**src/rtl/touch_gesture_classifier_assert.svh**
```systemverilog
// assertion macros for the touch gesture classifier
`ifndef TOUCH_GESTURE_CLASSIFIER_ASSERT_SVH
`define TOUCH_GESTURE_CLASSIFIER_ASSERT_SVH

// property checked on every clock edge outside reset
`define TGC_ASSERT(label, prop) \
    label: assert property (@(posedge i_clk) disable iff (!i_rst_n) prop) \
        else $error("tgc assertion failed");

// implication checked on every clock edge outside reset
`define TGC_ASSERT_IMP(label, cond, prop) \
    label: assert property (@(posedge i_clk) disable iff (!i_rst_n) (cond) |-> (prop)) \
        else $error("tgc implication failed");

`endif

```
**src/rtl/tgc_pkg.sv**
```systemverilog
// shared types and constants for the touch gesture classifier
`timescale 1ns / 1ps
package tgc_pkg;

    localparam int DIV_BITS    = 13;
    localparam int IDIV_STEPS  = 16;
    localparam int CNT_BITS    = 4;
    localparam int COORD_BITS  = 12;

    typedef enum logic [3:0] {
        EV_ACTION    = 4'd0,
        EV_BACK      = 4'd1,
        EV_MIC       = 4'd2,
        EV_SECONDARY = 4'd3,
        EV_PRIMARY   = 4'd4,
        EV_UP        = 4'd5,
        EV_DOWN      = 4'd6,
        EV_LEFT      = 4'd7,
        EV_RIGHT     = 4'd8
    } t_event;

    typedef enum logic [1:0] {
        DIR_UP    = 2'd0,
        DIR_DOWN  = 2'd1,
        DIR_LEFT  = 2'd2,
        DIR_RIGHT = 2'd3
    } t_dir;

    typedef enum logic [2:0] {
        REG_ACTION_COUNT  = 3'd0,
        REG_TOUCHBAR_TOP  = 3'd1,
        REG_SYSTEM_ROW    = 3'd2,
        REG_CENTER_X      = 3'd3,
        REG_CENTER_Y      = 3'd4,
        REG_RADIUS_SQ     = 3'd5,
        REG_LONG_PRESS    = 3'd6,
        REG_DIR_MIN       = 3'd7
    } t_reg_idx;

    typedef enum logic [2:0] {
        S_IDLE,
        S_WDIV,
        S_IDIV,
        S_MULX,
        S_MULY,
        S_DECIDE
    } t_state;

    typedef struct packed {
        logic [3:0]  btn_count;
        logic [11:0] bar_top;
        logic [11:0] row_top;
        logic [11:0] center_x;
        logic [11:0] center_y;
        logic [24:0] center_radius_sq;
        logic [15:0] hold_ms;
        logic [11:0] direction_min_pixels;
    } t_cfg;

    typedef struct packed {
        logic load;
        logic wdiv_step;
        logic idiv_step;
        logic mul_x;
        logic mul_y;
        logic decide;
    } t_dp_cmd;

    typedef struct packed {
        logic out_busy;
    } t_dp_stat;

    function automatic logic [11:0] mag13(input logic signed [12:0] v);
        logic signed [12:0] a;
        a = (v < 0) ? -v : v;
        return a[11:0];
    endfunction

    function automatic t_event dir_event(input t_dir d);
        t_event e;
        case (d)
            DIR_UP:    e = EV_UP;
            DIR_DOWN:  e = EV_DOWN;
            DIR_LEFT:  e = EV_LEFT;
            DIR_RIGHT: e = EV_RIGHT;
            default:   e = EV_UP;
        endcase
        return e;
    endfunction

endpackage

```
**src/rtl/tgc_regs.sv**
```systemverilog
// configuration register file with apb-style access
`timescale 1ns / 1ps
module tgc_regs import tgc_pkg::*; (
    input  logic        i_clk,
    input  logic        i_rst_n,
    input  logic        psel,
    input  logic        penable,
    input  logic        pwrite,
    input  logic [4:0]  paddr,
    input  logic [31:0] pwdata,
    output logic [31:0] prdata,
    output logic        pready,
    output t_cfg        o_cfg
);
    t_cfg     r_cfg;
    t_reg_idx idx;
    logic     wr;

    assign idx    = t_reg_idx'(paddr[4:2]);
    assign wr     = psel & penable & pwrite;
    assign pready = 1'b1;
    assign o_cfg  = r_cfg;

    always_ff @(posedge i_clk) begin
        if (!i_rst_n) begin
            r_cfg.btn_count            <= 4'd0;
            r_cfg.bar_top              <= 12'd3584;
            r_cfg.row_top              <= 12'd3072;
            r_cfg.center_x             <= 12'd2048;
            r_cfg.center_y             <= 12'd1536;
            r_cfg.center_radius_sq     <= 25'd65536;
            r_cfg.hold_ms              <= 16'd500;
            r_cfg.direction_min_pixels <= 12'd40;
        end else if (wr) begin
            case (idx)
                REG_ACTION_COUNT: r_cfg.btn_count            <= pwdata[3:0];
                REG_TOUCHBAR_TOP: r_cfg.bar_top              <= pwdata[11:0];
                REG_SYSTEM_ROW:   r_cfg.row_top              <= pwdata[11:0];
                REG_CENTER_X:     r_cfg.center_x             <= pwdata[11:0];
                REG_CENTER_Y:     r_cfg.center_y             <= pwdata[11:0];
                REG_RADIUS_SQ:    r_cfg.center_radius_sq     <= pwdata[24:0];
                REG_LONG_PRESS:   r_cfg.hold_ms              <= pwdata[15:0];
                REG_DIR_MIN:      r_cfg.direction_min_pixels <= pwdata[11:0];
                default: ;
            endcase
        end
    end

    always_comb begin
        case (idx)
            REG_ACTION_COUNT: prdata = {28'd0, r_cfg.btn_count};
            REG_TOUCHBAR_TOP: prdata = {20'd0, r_cfg.bar_top};
            REG_SYSTEM_ROW:   prdata = {20'd0, r_cfg.row_top};
            REG_CENTER_X:     prdata = {20'd0, r_cfg.center_x};
            REG_CENTER_Y:     prdata = {20'd0, r_cfg.center_y};
            REG_RADIUS_SQ:    prdata = {7'd0, r_cfg.center_radius_sq};
            REG_LONG_PRESS:   prdata = {16'd0, r_cfg.hold_ms};
            REG_DIR_MIN:      prdata = {20'd0, r_cfg.direction_min_pixels};
            default:          prdata = 32'd0;
        endcase
    end
endmodule

```
**src/rtl/tgc_ctrl.sv**
```systemverilog
// sequencing state machine for one sample
`timescale 1ns / 1ps
module tgc_ctrl import tgc_pkg::*; (
    input  logic     i_clk,
    input  logic     i_rst_n,
    input  logic     i_valid,
    output logic     o_stall,
    input  t_dp_stat i_stat,
    output t_dp_cmd  o_cmd
);
    t_state               r_state, n_state;
    logic [CNT_BITS-1:0]  r_cnt, n_cnt;

    always_ff @(posedge i_clk) begin
        if (!i_rst_n) begin
            r_state <= S_IDLE;
            r_cnt   <= '0;
        end else begin
            r_state <= n_state;
            r_cnt   <= n_cnt;
        end
    end

    always_comb begin
        n_state = r_state;
        n_cnt   = r_cnt;
        case (r_state)
            S_IDLE: begin
                n_cnt = '0;
                if (i_valid) n_state = S_WDIV;
            end
            S_WDIV: begin
                n_cnt = r_cnt + 1'b1;
                if (r_cnt == CNT_BITS'(DIV_BITS - 1)) begin
                    n_state = S_IDIV;
                    n_cnt   = '0;
                end
            end
            S_IDIV: begin
                n_cnt = r_cnt + 1'b1;
                if (r_cnt == CNT_BITS'(IDIV_STEPS - 1)) n_state = S_MULX;
            end
            S_MULX: n_state = S_MULY;
            S_MULY: n_state = S_DECIDE;
            S_DECIDE: begin
                if (!i_stat.out_busy) n_state = S_IDLE;
            end
            default: n_state = S_IDLE;
        endcase
    end

    always_comb begin
        o_cmd   = '0;
        o_stall = (r_state != S_IDLE);
        case (r_state)
            S_IDLE:   o_cmd.load      = i_valid;
            S_WDIV:   o_cmd.wdiv_step = 1'b1;
            S_IDIV:   o_cmd.idiv_step = 1'b1;
            S_MULX:   o_cmd.mul_x     = 1'b1;
            S_MULY:   o_cmd.mul_y     = 1'b1;
            S_DECIDE: o_cmd.decide    = !i_stat.out_busy;
            default:  o_cmd           = '0;
        endcase
    end
endmodule

```
**src/rtl/tgc_dp.sv**
```systemverilog
// datapath: divider, shared squarer, gesture state and result register
`timescale 1ns / 1ps
module tgc_dp import tgc_pkg::*; #(
    parameter int MAX_ACTIONS     = 8,
    parameter int BAR_START_X     = 0,
    parameter int BAR_WIDTH       = 1024,
    parameter int DIVIDER_X       = 512,
    parameter int REL_COUNT_MIN   = 3
) (
    input  logic        i_clk,
    input  logic        i_rst_n,
    input  t_dp_cmd     i_cmd,
    output t_dp_stat    o_stat,
    input  t_cfg        i_cfg,
    input  logic        i_command,
    input  logic [11:0] i_pos_x,
    input  logic [11:0] i_pos_y,
    input  logic [31:0] i_now_ms,
    input  logic        i_sink_accepts,
    output logic        o_valid,
    input  logic        i_stall,
    output logic [3:0]  o_event_code,
    output logic [2:0]  o_action_index
);
    `include "touch_gesture_classifier_assert.svh"

    localparam logic [11:0] CMASK = (COORD_BITS >= 12) ? 12'hFFF
                                                       : 12'((1 << COORD_BITS) - 1);
    localparam logic [11:0]         BSX  = 12'(BAR_START_X);
    localparam logic [11:0]         DVX  = 12'(DIVIDER_X);
    localparam logic [DIV_BITS-1:0] BW   = DIV_BITS'(BAR_WIDTH);
    localparam logic [4:0]          MAXN = 5'(MAX_ACTIONS);
    localparam logic [7:0]          RS   = 8'(REL_COUNT_MIN);

    // item words
    logic        r_cmd, r_ok;
    logic [11:0] r_x, r_y;
    logic [31:0] r_now;

    // gesture state
    logic        r_pad, r_await, r_rep, r_lpd;
    logic [11:0] r_ax, r_ay;
    logic [31:0] r_press;
    t_dir        r_dir;
    logic [7:0]  r_rc;

    // divider and squarer
    logic [DIV_BITS-1:0] r_wq;
    logic [4:0]          r_wrem;
    logic [DIV_BITS-1:0] r_rem;
    logic [3:0]          r_q;
    logic [25:0]         r_dist;

    // result register
    logic   r_out_valid;
    t_event r_ev;
    logic [2:0] r_idx;

    logic [4:0]          n_bar;
    logic [5:0]          wrem_sh;
    logic [5:0]          wrem_sub;
    logic                wge;
    logic [DIV_BITS-1:0] w_eff;
    logic [11:0]         xm;
    logic signed [12:0]  cdx, cdy, mop;
    logic signed [25:0]  prod;

    assign n_bar    = ({1'b0, i_cfg.btn_count} > MAXN) ? MAXN : {1'b0, i_cfg.btn_count};
    assign wrem_sh  = {r_wrem, r_wq[DIV_BITS-1]};
    assign wrem_sub = wrem_sh - {1'b0, n_bar};
    assign wge      = wrem_sh >= {1'b0, n_bar};
    assign w_eff    = (r_wq == '0) ? BW : r_wq;
    assign xm       = i_pos_x & CMASK;
    assign cdx      = $signed({1'b0, r_ax}) - $signed({1'b0, i_cfg.center_x});
    assign cdy      = $signed({1'b0, r_ay}) - $signed({1'b0, i_cfg.center_y});
    assign mop      = i_cmd.mul_y ? cdy : cdx;
    assign prod     = mop * mop;

    always_ff @(posedge i_clk) begin
        if (i_cmd.load) begin
            r_cmd  <= i_command;
            r_ok   <= i_sink_accepts;
            r_x    <= xm;
            r_y    <= i_pos_y & CMASK;
            r_now  <= i_now_ms;
            r_wq   <= BW;
            r_wrem <= '0;
            r_rem  <= (xm >= BSX) ? {1'b0, xm - BSX} : '0;
            r_q    <= '0;
        end
        if (i_cmd.wdiv_step) begin
            r_wrem <= wge ? wrem_sub[4:0] : wrem_sh[4:0];
            r_wq   <= {r_wq[DIV_BITS-2:0], wge};
        end
        // index saturates at the last button
        if (i_cmd.idiv_step && r_rem >= w_eff && ({1'b0, r_q} + 5'd1) < n_bar) begin
            r_rem <= r_rem - w_eff;
            r_q   <= r_q + 4'd1;
        end
        if (i_cmd.mul_x) r_dist <= prod[25:0];
        if (i_cmd.mul_y) r_dist <= r_dist + prod[25:0];
    end

    // decision logic
    logic               n_pad, n_await, n_rep, n_lpd, n_emit;
    logic [11:0]        n_ax, n_ay;
    logic [31:0]        n_press;
    t_dir               n_dir, d;
    logic [7:0]         n_rc, rc_inc;
    t_event             n_ev;
    logic [2:0]         n_idx;
    logic signed [12:0] ddx, ddy, step;
    logic [11:0]        mdx, mdy, cmx, cmy;
    logic [31:0]        hold;
    logic               in_center, horiz;

    assign ddx       = $signed({1'b0, r_x}) - $signed({1'b0, r_ax});
    assign ddy       = $signed({1'b0, r_y}) - $signed({1'b0, r_ay});
    assign mdx       = mag13(ddx);
    assign mdy       = mag13(ddy);
    assign cmx       = mag13(cdx);
    assign cmy       = mag13(cdy);
    assign hold      = r_now - r_press;
    assign in_center = r_dist <= {1'b0, i_cfg.center_radius_sq};
    assign horiz     = r_dir[1];
    assign step      = horiz ? ddx : ddy;
    assign rc_inc    = (r_rc == 8'hFF) ? r_rc : r_rc + 8'd1;

    always_comb begin
        n_pad   = r_pad;
        n_await = r_await;
        n_rep   = r_rep;
        n_lpd   = r_lpd;
        n_ax    = r_ax;
        n_ay    = r_ay;
        n_press = r_press;
        n_dir   = r_dir;
        n_rc    = r_rc;
        n_emit  = 1'b0;
        n_ev    = EV_ACTION;
        n_idx   = 3'd0;
        d       = DIR_UP;
        if (!r_cmd) begin
            n_rc = 8'd0;
            if (r_await) begin
                n_emit = 1'b0;
            end else if (r_y >= i_cfg.bar_top && !r_pad) begin
                if (n_bar != 5'd0) begin
                    n_emit = 1'b1;
                    n_idx  = r_q[2:0];
                    if (r_ok) n_await = 1'b1;
                end
            end else if (r_y >= i_cfg.row_top && !r_pad) begin
                n_emit = 1'b1;
                n_ev   = (r_x < DVX) ? EV_BACK : EV_MIC;
                if (r_ok) n_await = 1'b1;
            end else if (!r_pad) begin
                n_pad   = 1'b1;
                n_ax    = r_x;
                n_ay    = r_y;
                n_press = r_now;
            end else if (!r_rep && !r_lpd && hold >= {16'd0, i_cfg.hold_ms}
                         && in_center) begin
                n_emit = 1'b1;
                n_ev   = EV_SECONDARY;
                if (r_ok) n_lpd = 1'b1;
            end else if (r_rep) begin
                // locked axis repeat
                if (mag13(step) >= i_cfg.direction_min_pixels) begin
                    if (horiz) d = (step > 0) ? DIR_RIGHT : DIR_LEFT;
                    else       d = (step > 0) ? DIR_DOWN : DIR_UP;
                    n_emit = 1'b1;
                    n_ev   = dir_event(d);
                    if (r_ok) begin
                        n_ax  = r_x;
                        n_ay  = r_y;
                        n_dir = d;
                    end
                end
            end else if (mdx >= i_cfg.direction_min_pixels
                         || mdy >= i_cfg.direction_min_pixels) begin
                if (mdx >= mdy) d = (ddx > 0) ? DIR_RIGHT : DIR_LEFT;
                else            d = (ddy > 0) ? DIR_DOWN : DIR_UP;
                n_emit = 1'b1;
                n_ev   = dir_event(d);
                if (r_ok) begin
                    n_ax  = r_x;
                    n_ay  = r_y;
                    n_rep = 1'b1;
                    n_dir = d;
                end
            end
        end else begin
            n_rc = rc_inc;
            if (r_pad) begin
                n_pad   = 1'b0;
                n_await = 1'b1;
                n_lpd   = 1'b0;
                if (r_rep) begin
                    n_rep = 1'b0;
                end else if (!r_lpd) begin
                    // tap
                    n_emit = 1'b1;
                    if (in_center)       n_ev = EV_PRIMARY;
                    else if (cmx >= cmy) n_ev = (cdx > 0) ? EV_RIGHT : EV_LEFT;
                    else                 n_ev = (cdy > 0) ? EV_DOWN : EV_UP;
                end
            end else if (r_await && rc_inc >= RS) begin
                n_await = 1'b0;
                n_rc    = 8'd0;
            end
        end
    end

    always_ff @(posedge i_clk) begin
        if (!i_rst_n) begin
            r_pad       <= 1'b0;
            r_await     <= 1'b0;
            r_rep       <= 1'b0;
            r_lpd       <= 1'b0;
            r_ax        <= '0;
            r_ay        <= '0;
            r_press     <= '0;
            r_dir       <= DIR_UP;
            r_rc        <= '0;
            r_out_valid <= 1'b0;
        end else begin
            if (i_cmd.decide) begin
                r_pad       <= n_pad;
                r_await     <= n_await;
                r_rep       <= n_rep;
                r_lpd       <= n_lpd;
                r_ax        <= n_ax;
                r_ay        <= n_ay;
                r_press     <= n_press;
                r_dir       <= n_dir;
                r_rc        <= n_rc;
                r_out_valid <= n_emit;
            end else if (!i_stall) begin
                r_out_valid <= 1'b0;
            end
        end
    end

    always_ff @(posedge i_clk) begin
        if (i_cmd.decide && n_emit) begin
            r_ev  <= n_ev;
            r_idx <= n_idx;
        end
    end

    assign o_valid         = r_out_valid;
    assign o_event_code    = r_ev;
    assign o_action_index  = r_idx;
    assign o_stat.out_busy = r_out_valid & i_stall;

    `TGC_ASSERT(a_pad_await_excl, !(r_pad && r_await))
    `TGC_ASSERT_IMP(a_rep_needs_pad, r_rep, r_pad)
    `TGC_ASSERT_IMP(a_lpd_needs_pad, r_lpd, r_pad)
    `TGC_ASSERT_IMP(a_idx_only_action, r_out_valid && r_ev != EV_ACTION, r_idx == 3'd0)
endmodule

```
**src/rtl/touch_gesture_classifier.sv**
```systemverilog
// touch gesture classifier top level
// an accepted sample runs through the 13-step width divider, the 16-step button index
// search, two passes through the shared squarer and a decision that waits while output
// stalls; the decision registers the event word, and a new sample is taken only in idle
// a sample that gives no event still occupies the full sequence
// reset: synchronous active low, clears gesture state and loads register defaults
`timescale 1ns / 1ps
module touch_gesture_classifier import tgc_pkg::*; #(
    parameter int MAX_ACTIONS     = 8,
    parameter int BAR_START_X     = 0,
    parameter int BAR_WIDTH       = 1024,
    parameter int DIVIDER_X       = 512,
    parameter int REL_COUNT_MIN   = 3
) (
    input  logic        i_clk,
    input  logic        i_rst_n,
    input  logic        psel,
    input  logic        penable,
    input  logic        pwrite,
    input  logic [4:0]  paddr,
    input  logic [31:0] pwdata,
    output logic [31:0] prdata,
    output logic        pready,
    input  logic        i_valid,
    output logic        o_stall,
    input  logic        i_command,
    input  logic [11:0] i_pos_x,
    input  logic [11:0] i_pos_y,
    input  logic [31:0] i_now_ms,
    input  logic        i_sink_accepts,
    output logic        o_valid,
    input  logic        i_stall,
    output logic [3:0]  o_event_code,
    output logic [2:0]  o_action_index
);
    t_cfg     cfg;
    t_dp_cmd  cmd;
    t_dp_stat stat;

    tgc_regs u_regs (
        .i_clk   (i_clk),
        .i_rst_n (i_rst_n),
        .psel    (psel),
        .penable (penable),
        .pwrite  (pwrite),
        .paddr   (paddr),
        .pwdata  (pwdata),
        .prdata  (prdata),
        .pready  (pready),
        .o_cfg   (cfg)
    );

    tgc_ctrl u_ctrl (
        .i_clk   (i_clk),
        .i_rst_n (i_rst_n),
        .i_valid (i_valid),
        .o_stall (o_stall),
        .i_stat  (stat),
        .o_cmd   (cmd)
    );

    tgc_dp #(
        .MAX_ACTIONS     (MAX_ACTIONS),
        .BAR_START_X     (BAR_START_X),
        .BAR_WIDTH       (BAR_WIDTH),
        .DIVIDER_X       (DIVIDER_X),
        .REL_COUNT_MIN   (REL_COUNT_MIN)
    ) u_dp (
        .i_clk          (i_clk),
        .i_rst_n        (i_rst_n),
        .i_cmd          (cmd),
        .o_stat         (stat),
        .i_cfg          (cfg),
        .i_command      (i_command),
        .i_pos_x        (i_pos_x),
        .i_pos_y        (i_pos_y),
        .i_now_ms       (i_now_ms),
        .i_sink_accepts (i_sink_accepts),
        .o_valid        (o_valid),
        .i_stall        (i_stall),
        .o_event_code   (o_event_code),
        .o_action_index (o_action_index)
    );
endmodule
```
**config.mk**
```make
export PLATFORM = sky130hd
export DESIGN_NAME = touch_gesture_classifier
export DESIGN_NICKNAME = d
export VERILOG_FILES = /design/src/rtl/tgc_pkg.sv /design/src/rtl/tgc_regs.sv /design/src/rtl/tgc_ctrl.sv /design/src/rtl/tgc_dp.sv /design/src/rtl/touch_gesture_classifier.sv
export VERILOG_INCLUDE_DIRS = /design/src /design/src/rtl
export SDC_FILE = /design/constraint.sdc
export NUM_CORES = 1
export LEC_CHECK = 0
export ABC_AREA = 0
export BUFFER_PORTS_ARGS = -buffer_cell sky130_fd_sc_hd__buf_4
export CORE_UTILIZATION = 60
export CTS_BUF_LIST = sky130_fd_sc_hd__clkbuf_2 sky130_fd_sc_hd__clkbuf_4 sky130_fd_sc_hd__clkbuf_8
export CTS_CLUSTER_SIZE = 24
export DETAILED_ROUTE_END_ITERATION = 8
export PLACE_DENSITY = 0.79
export SYNTH_ARGS = -nofsm -noshare
export SYNTH_HDL_FRONTEND = slang
export SYNTH_HIERARCHICAL = 1
export SYNTH_SLANG_ARGS = --single-unit
export TNS_END_PERCENT = 1
```
**constraint.sdc**
```tcl
create_clock -name i_clk -period 11.6 [get_ports i_clk]
set_input_delay 3.48 -clock i_clk [delete_from_list [all_inputs] [get_ports i_clk]]
set_output_delay 3.48 -clock i_clk [all_outputs]
set_load 0.02 [all_outputs]
```
== After elaboration in Yosys (flattened, before gate mapping) ==
Cells that the tools add are included.
Storage, ports and cells
  register bits after elaboration: 309
  input bits: 102
Cells by class
  $add $sub $neg: 17
  multiply operators: 1
  magnitude comparators: 26
  eq/ne operators: 35
  multiplexer cells: 140
  bitwise gates (word level): 10
  reductions and logical operators: 45
Operators by type and width (count)
  $pmux 32 s8: 1
  $mux 12: 18
  $mux 13: 7
  $ge 12x12->1: 7
  $mux 4: 19
  $gt 13x1->1 const B: 5
  $lt 13x1->1 const B: 5
  $neg 12->12: 5
  $mux 1: 53
  $mux 26: 2
  $sub 12x12->13: 4
  $mux 2: 25
  $ge 32x16->1: 1
  $mux 8: 4
  $pmux 4 s4: 2
  $sub 32x32->32: 1
  $add 26x26->26: 1
  $le 26x25->1: 1
  $mul 13x13->26: 1
  $eq 3x3->1 const B: 6
  $pmux 3 s6: 1
  $reduce_and 2->1: 9
  $mux 5: 3
  $ne 2x1->1 const B: 7
  other kinds (39): 86

== Depth between registers and ports, before layout ==
  depth after elaboration: 23
  mapped depth: 47
  gate-level depth less buffers: 45

== Hierarchy ==
The synthesis kept the hierarchy.
By module, submodules not included
  tgc_dp: times used 1, cells each 2680, area each 23714.0 µm², sequential area each 5185.0 µm²
  tgc_regs: times used 1, cells each 601, area each 4973.5 µm², sequential area each 2102.0 µm²
  tgc_ctrl: times used 1, cells each 56, area each 470.5 µm², sequential area each 140.1 µm²

== Worst setup path after synthesis ==
Ideal clock, no wire load.
  path type: flip-flop to flip-flop
  from: reg u_dp.r_ay[0]
  to: reg u_dp.r_dist[24], data pin
  library setup time: 0.260 ns
  arrival: 9.272 ns
  data required time: 11.340 ns
  path slack: 2.067 ns
  cell stages (with the launch flop): 39
  clock period less this slack: 9.533 ns
  cell sequence: dfxtp_1 -> inv_1 -> ha_1 -> inv_1 -> fa_1 -> a21o_1 -> a21oi_1 -> o21bai_1 -> a2111o_1 -> a31o_2 -> a21o_1 -> a21boi_2 -> nand2_1 -> o21ai_0 -> clkbuf_1 -> nand2_1 -> fa_1 -> inv_1 -> [3 not listed] -> fa_1 -> ha_1 -> ha_1 -> a21o_1 -> a21oi_1 -> o211ai_1 -> a21o_1 -> a21oi_1 -> xnor2_1 -> ha_1 -> a21o_1 -> a21oi_1 -> o41ai_1 -> a21o_1 -> a2111o_1 -> a31oi_2 -> xnor2_1 -> mux2_4
On the way
  word-level cells in the longest chain between the ends: 5
  elaborated cells on any way between the ends: 6
  classes of those cells: add/sub (2); mul (1); mux (3)
Ends and longest elaborated chain
  start: declaration: RTL line tgc_dp.sv:42  | logic [11:0] r_ax, r_ay;
  start signal: assignment: RTL line tgc_dp.sv:234  | r_ay <= n_ay;
  $sub 12x12->13 *: RTL line tgc_dp.sv:75  | assign cdy = $signed({1'b0, r_ay}) - $signed({1'b0, i_cfg.center_y});
  $mux 13 *: RTL line tgc_dp.sv:76  | assign mop = i_cmd.mul_y ? cdy : cdx;
  $mul 13x13->26 *: RTL line tgc_dp.sv:77  | assign prod = mop * mop;
  $add 26x26->26 or $mux 26 (tied branches): RTL line tgc_dp.sv:101, tgc_dp.sv:100
  $mux 26 *: RTL line tgc_dp.sv:101  | if (i_cmd.mul_y) r_dist <= r_dist + prod[25:0];
  end signal: assignment: RTL line tgc_dp.sv:100  | if (i_cmd.mul_x) r_dist <= prod[25:0];
  end signal: assignment: RTL line tgc_dp.sv:101
  end: declaration: RTL line tgc_dp.sv:52  | logic [25:0] r_dist;
Every way passes the cells marked *; elsewhere a longest branch is shown, timed or not. The select of a mux whose other input is x is not followed.
A chain may end at the register's enable or synchronous reset.

== Final worst setup path ==
  from: reg u_regs.r_cfg, in the netlist u_regs/o_cfg[53]
  to: reg u_dp.r_dist[24], data pin
On the way
  word-level cells in the longest chain between the ends: 5
  elaborated cells on any way between the ends: 6
  classes of those cells: add/sub (2); mul (1); mux (3)
Ends and longest elaborated chain
  start: declaration: RTL line tgc_regs.sv:15  | t_cfg r_cfg;
  $sub 12x12->13 *: RTL line tgc_dp.sv:75
  $mux 13 *: RTL line tgc_dp.sv:76
  $mul 13x13->26 *: RTL line tgc_dp.sv:77
  $add 26x26->26 or $mux 26 (tied branches): RTL line tgc_dp.sv:101, tgc_dp.sv:100
  $mux 26 *: RTL line tgc_dp.sv:101
Marks and branches as above.

==> impl_summary.log <==
[metrics] run status: finished, final reports clean
[metrics] final setup vio count: 0
[metrics] height of the die: 222 um
[metrics] cell repeated most along the worst path: sky130_fd_sc_hd__fa_1
[metrics] CTS tree: yes
[metrics] vias in the first global route: 24300
[metrics] max capacitance violation total: 0
[metrics] Net count, final: 4013
[metrics] starting DRC count in detailed routing: 2005
[metrics] CTS H-Tree Depth: 2
[metrics] PortBufs: 126
[metrics] Relative slew margins: 19.0%
[metrics] portion of the clock cycle consumed by the worst path in the final layout: 92.7%
[metrics] library cells used by synthesis: 101
[metrics] number of gates resized after CTS: 0
[metrics] proportion of layout cells with a drive suffix above 1: 9.94%
[metrics] final standard cell area without fillers: 31800 um^2
[metrics] Final Hold Fails: 0
[metrics] total area of multi-input combinational cells: 19500 um^2
[metrics] Starting Density: 60.9%
[metrics] fraction of synthesis flops using an asynchronous set or reset pin: 0%
[metrics] HPWL after detailed placement: 61800 um
[metrics] overall power after layout: 4.34 mW
[metrics] delay of the slowest cell on the worst path: 0.91 ns
[metrics] number of synthesized register bits: 308
[metrics] Worst R2R End: u_dp/r_dist[24]
[metrics] post-CTS setup-driven buffer insertion count: 0
[metrics] mean routed wirelength per cell: 19.3 um
[metrics] P per Cell Area: 137 nW/um^2
[metrics] proportion of synthesized chip area in sequential cells: 25.5%
[metrics] Hold Path Depth: 2
[metrics] Hold Crit Endpoint: u_regs/o_cfg[42]
[metrics] Worst Path Required: 11.97 ns
[metrics] placed cell count: 3984
[metrics] Core Footprint: 47800 um^2
[metrics] aggregate global routing overflow: 0
[metrics] Simple-Gate Fraction of Synth Area: 15.3%
[metrics] worst reg-to-reg path cell count: 38
[metrics] remaining routing DRC violations: 0
[metrics] clock slew seen by the registers of the worst setup and hold paths: 0.07 ns
[metrics] critical path class: flop to flop
[metrics] Die Width: 222 um
[metrics] total CTS buffers: 55
[metrics] number of antenna violations at the first check in global routing: 1
[metrics] GP Congestion: 0.981
[metrics] data arrival time at the worst-slack endpoint: 11.13 ns
[metrics] Final Max Slew Viols: 0
[metrics] signed area change from the synthesized netlist to the final layout: 8.98%
[metrics] share of the synthesized area in compound gates (AO/OA/AOI/OAI): 16.5%
[metrics] CTS Root Cell: sky130_fd_sc_hd__clkbuf_8
[metrics] Worst Path Max Fanout: 14
[metrics] register area: 7430 um^2
[metrics] transition time of the tightest slew-check pin: 1.21 ns
[metrics] post-cts hold buffer count: 0
[metrics] clock insertion delay at the later pin of the skew report: 0.67 ns
[metrics] Overall Global Routing Usage: 31.7%
[metrics] count of pins on the block boundary: 144
[metrics] unrepaired setup endpoints after global routing: no
[metrics] yosys warns: 6
[metrics] parity-gate share of the synthesized area counting xor and xnor cells: 5.20%
[metrics] Final Core Density: 66.4%
[metrics] maximum number of pins on one net before global-route repair: 98
[metrics] maximum resistive drop on vdd: 178 uV
[metrics] slack of the worst reg-to-reg path: 0.84 ns
[metrics] leakage power figure: 14.0 nW
[metrics] aggregate routed wire length: 78900 um
[metrics] setup_tns: 0 ns
[metrics] Via Count: 24500
[metrics] portion of netlist area occupied by mux cells: 5.18%
[metrics] final critical path time including I/O delays and setup: 10.76 ns
[metrics] main combinational cell family by area after synthesis: adder cells
[metrics] post-route ant nets: 0
[metrics] # rows: 80
[metrics] total die area: 49500 um^2
[metrics] Detailed Routing Iterations Pass 1: 5
[metrics] synthesized instance count: 3337
[metrics] Peak Freq: 93.0 MHz
[metrics] number of vias per cell: 5.99
[metrics] number of filler cells placed in the layout: 3945
[metrics] HP Class: flop to flop
[metrics] buffer levels on the longest clock path: 3
[metrics] reg-to-reg critical path startpoint: u_regs/o_cfg[53]
[metrics] instance area at placement: 30500 um^2
[metrics] Avg Synthesized Cell Area: 8.74 um^2
[metrics] Hold Path Origin: u_regs/o_cfg[42]
[metrics] prevailing post-synth register cell: sky130_fd_sc_hd__dfxtp_1
[metrics] final clock skew: 0.0521 ns
[metrics] global-route wire length before repair: 126000 um
[metrics] Worst Setup Start Kind: flop
[metrics] number of clock sinks seen by CTS: 308
[metrics] non-filler cells in the finished layout: 4087
[metrics] Mapped Area: 29200 um^2
[metrics] master of the slowest instance on the critical path: sky130_fd_sc_hd__fa_1
[metrics] Adder-Cell Fraction of Synth Area: 24.6%
[metrics] Critical Path End Type: flop
[metrics] number of synthesized flops with an enable pin: 126
## cells in the final DEF, fill, tap and decap left out, drive strengths merged, types with 14 or more instances in the layout
cell,synthesis,layout
a21oi,168,168
mux2,51,51
and2,30,30
ha,339,339
o31ai,14,14
xnor2,109,109
a211oi,21,21
clkbuf,61,91
a21boi,91,91
nor2b,59,59
o21a,35,35
edfxtp,126,126
nor2,218,218
o21ai,142,142
nor4,18,18
o21bai,16,16
and3,27,27
nand3,53,53
nand4,19,19
fa,146,146
nor3b,16,16
nand2,376,376
dfxtp,182,182
nor3,48,48
a21o,75,75
buf,54,141
xor2,64,64
a31oi,20,20
nand2b,41,41
mux2i,84,84
inv,442,443
or3,14,14
## metrics by stage
| stage | hold WS, ns | setup slack [ns] |
|---|---|---|
| 3_3_place_gp | 0.460 | 1.09 |
| 4_1_cts | 0.480 | 0.860 |
| 5_1_grt | 0.504 | 0.159 |
| 6_report | 0.481 | 0.843 |
| 3_5_place_dp | 0.472 | 0.971 |
| 2_1_floorplan | 0.445 | 2.07 |
## cell usage after synthesis (all sizes together), types with 21 or more instances
master    n  area share, %
ha      339             15
buf      54            1.2
a211oi   21           0.59
a21oi   168            2.9
nand2   376            4.8
o21a     35           0.90
nor3     48           0.88
a21boi   91            2.4
fa      146             10
and2     30           0.64
xnor2   109            3.3
a21o     75            1.9
xor2     64            1.9
clkbuf   61           0.79
mux2i    84            2.9
inv     442            5.7
nand2b   41           0.88
o21ai   142            2.4
mux2     51            2.0
nand3    53           0.91
edfxtp  126             13
nor2b    59            1.3
and3     27           0.58
dfxtp   182             12
nor2    218            2.8
## where the power goes
group / total (mW) / switching (mW) / internal, mW
Sequential: 1.22 / 0.0293 / 1.19
Clock: 1.20 / 0.474 / 0.730
Combinational: 1.92 / 1.08 / 0.844
Total: 4.34 / 1.58 / 2.76
## critical path, delay by kind of cell, from the launching register on
kind,cells,cell delay [ns]
fa+ha+maj,10,4.42
compound gates,15,3.40
buf+inv,6,1.06
simple gates,4,0.64
flops,1,0.40
xor+xnor,2,0.28
mux,1,0.25
## logic make-up (layout without fill, tap and decap cells)
family	count (synthesis)	count (layout)
fa+ha+maj	485	485
compound gates	716	716
buf+inv	562	690
other cells	2	9
mux	139	139
flops	308	308
xor+xnor	173	173
simple gates	952	952
## final cells by class
| class | count | area share [%] |
|---|---|---|
| Tap cell | 615 | 2.42 |
| Antenna cell | 1 | 0.00788 |
| Multi-Input combinational cell | 2473 | 61.4 |
| Clock inverter | 11 | 0.701 |
| Timing Repair Buffer | 141 | 3.33 |
| Clock buffer | 91 | 3.45 |
| Inverter | 447 | 5.28 |
| Sequential cell | 308 | 23.4 |
## registers in the layout, indices dropped and copies added, names as in the netlist, 3 cells and up
signal,cells
u_regs/o_cfg,105
u_dp/r_now,32
u_dp/r_press,32
u_dp/r_dist,26
u_dp/r_rem,13
u_dp/r_wq,13
u_dp/r_ax,12
u_dp/r_ay,12
u_dp/r_x,12
u_dp/r_y,12
u_dp/r_rc,8
u_dp/r_wrem,5
u_ctrl/r_cnt,4
u_dp/o_event_code,4
u_dp/r_q,4
u_ctrl/r_state,3
u_dp/o_action_index,3
## how the worst max path moves through the flow
stage,from,endpoint,slack [ns],depth (start not counted)
floorplan,u_dp/r_ay[0],u_dp/r_dist[24],2.07,38
global route,u_regs/o_cfg[53],u_dp/r_dist[25],0.16,42
global placement,u_regs/o_cfg[53],u_dp/r_dist[24],1.09,38
finish,u_regs/o_cfg[53],u_dp/r_dist[24],0.84,38
CTS,u_regs/o_cfg[53],u_dp/r_dist[24],0.86,38
detailed placement,u_regs/o_cfg[53],u_dp/r_dist[24],0.97,38
## layer usage
layer / global-route usage (%) / wire (um)
met1: 42.5 / 34400
met2: 51.7 / 36200
met3: 4.93 / 5530
met4: 12.0 / 2840
met5: 0 / 0
Note: power is estimated with default switching activity, not from simulation.
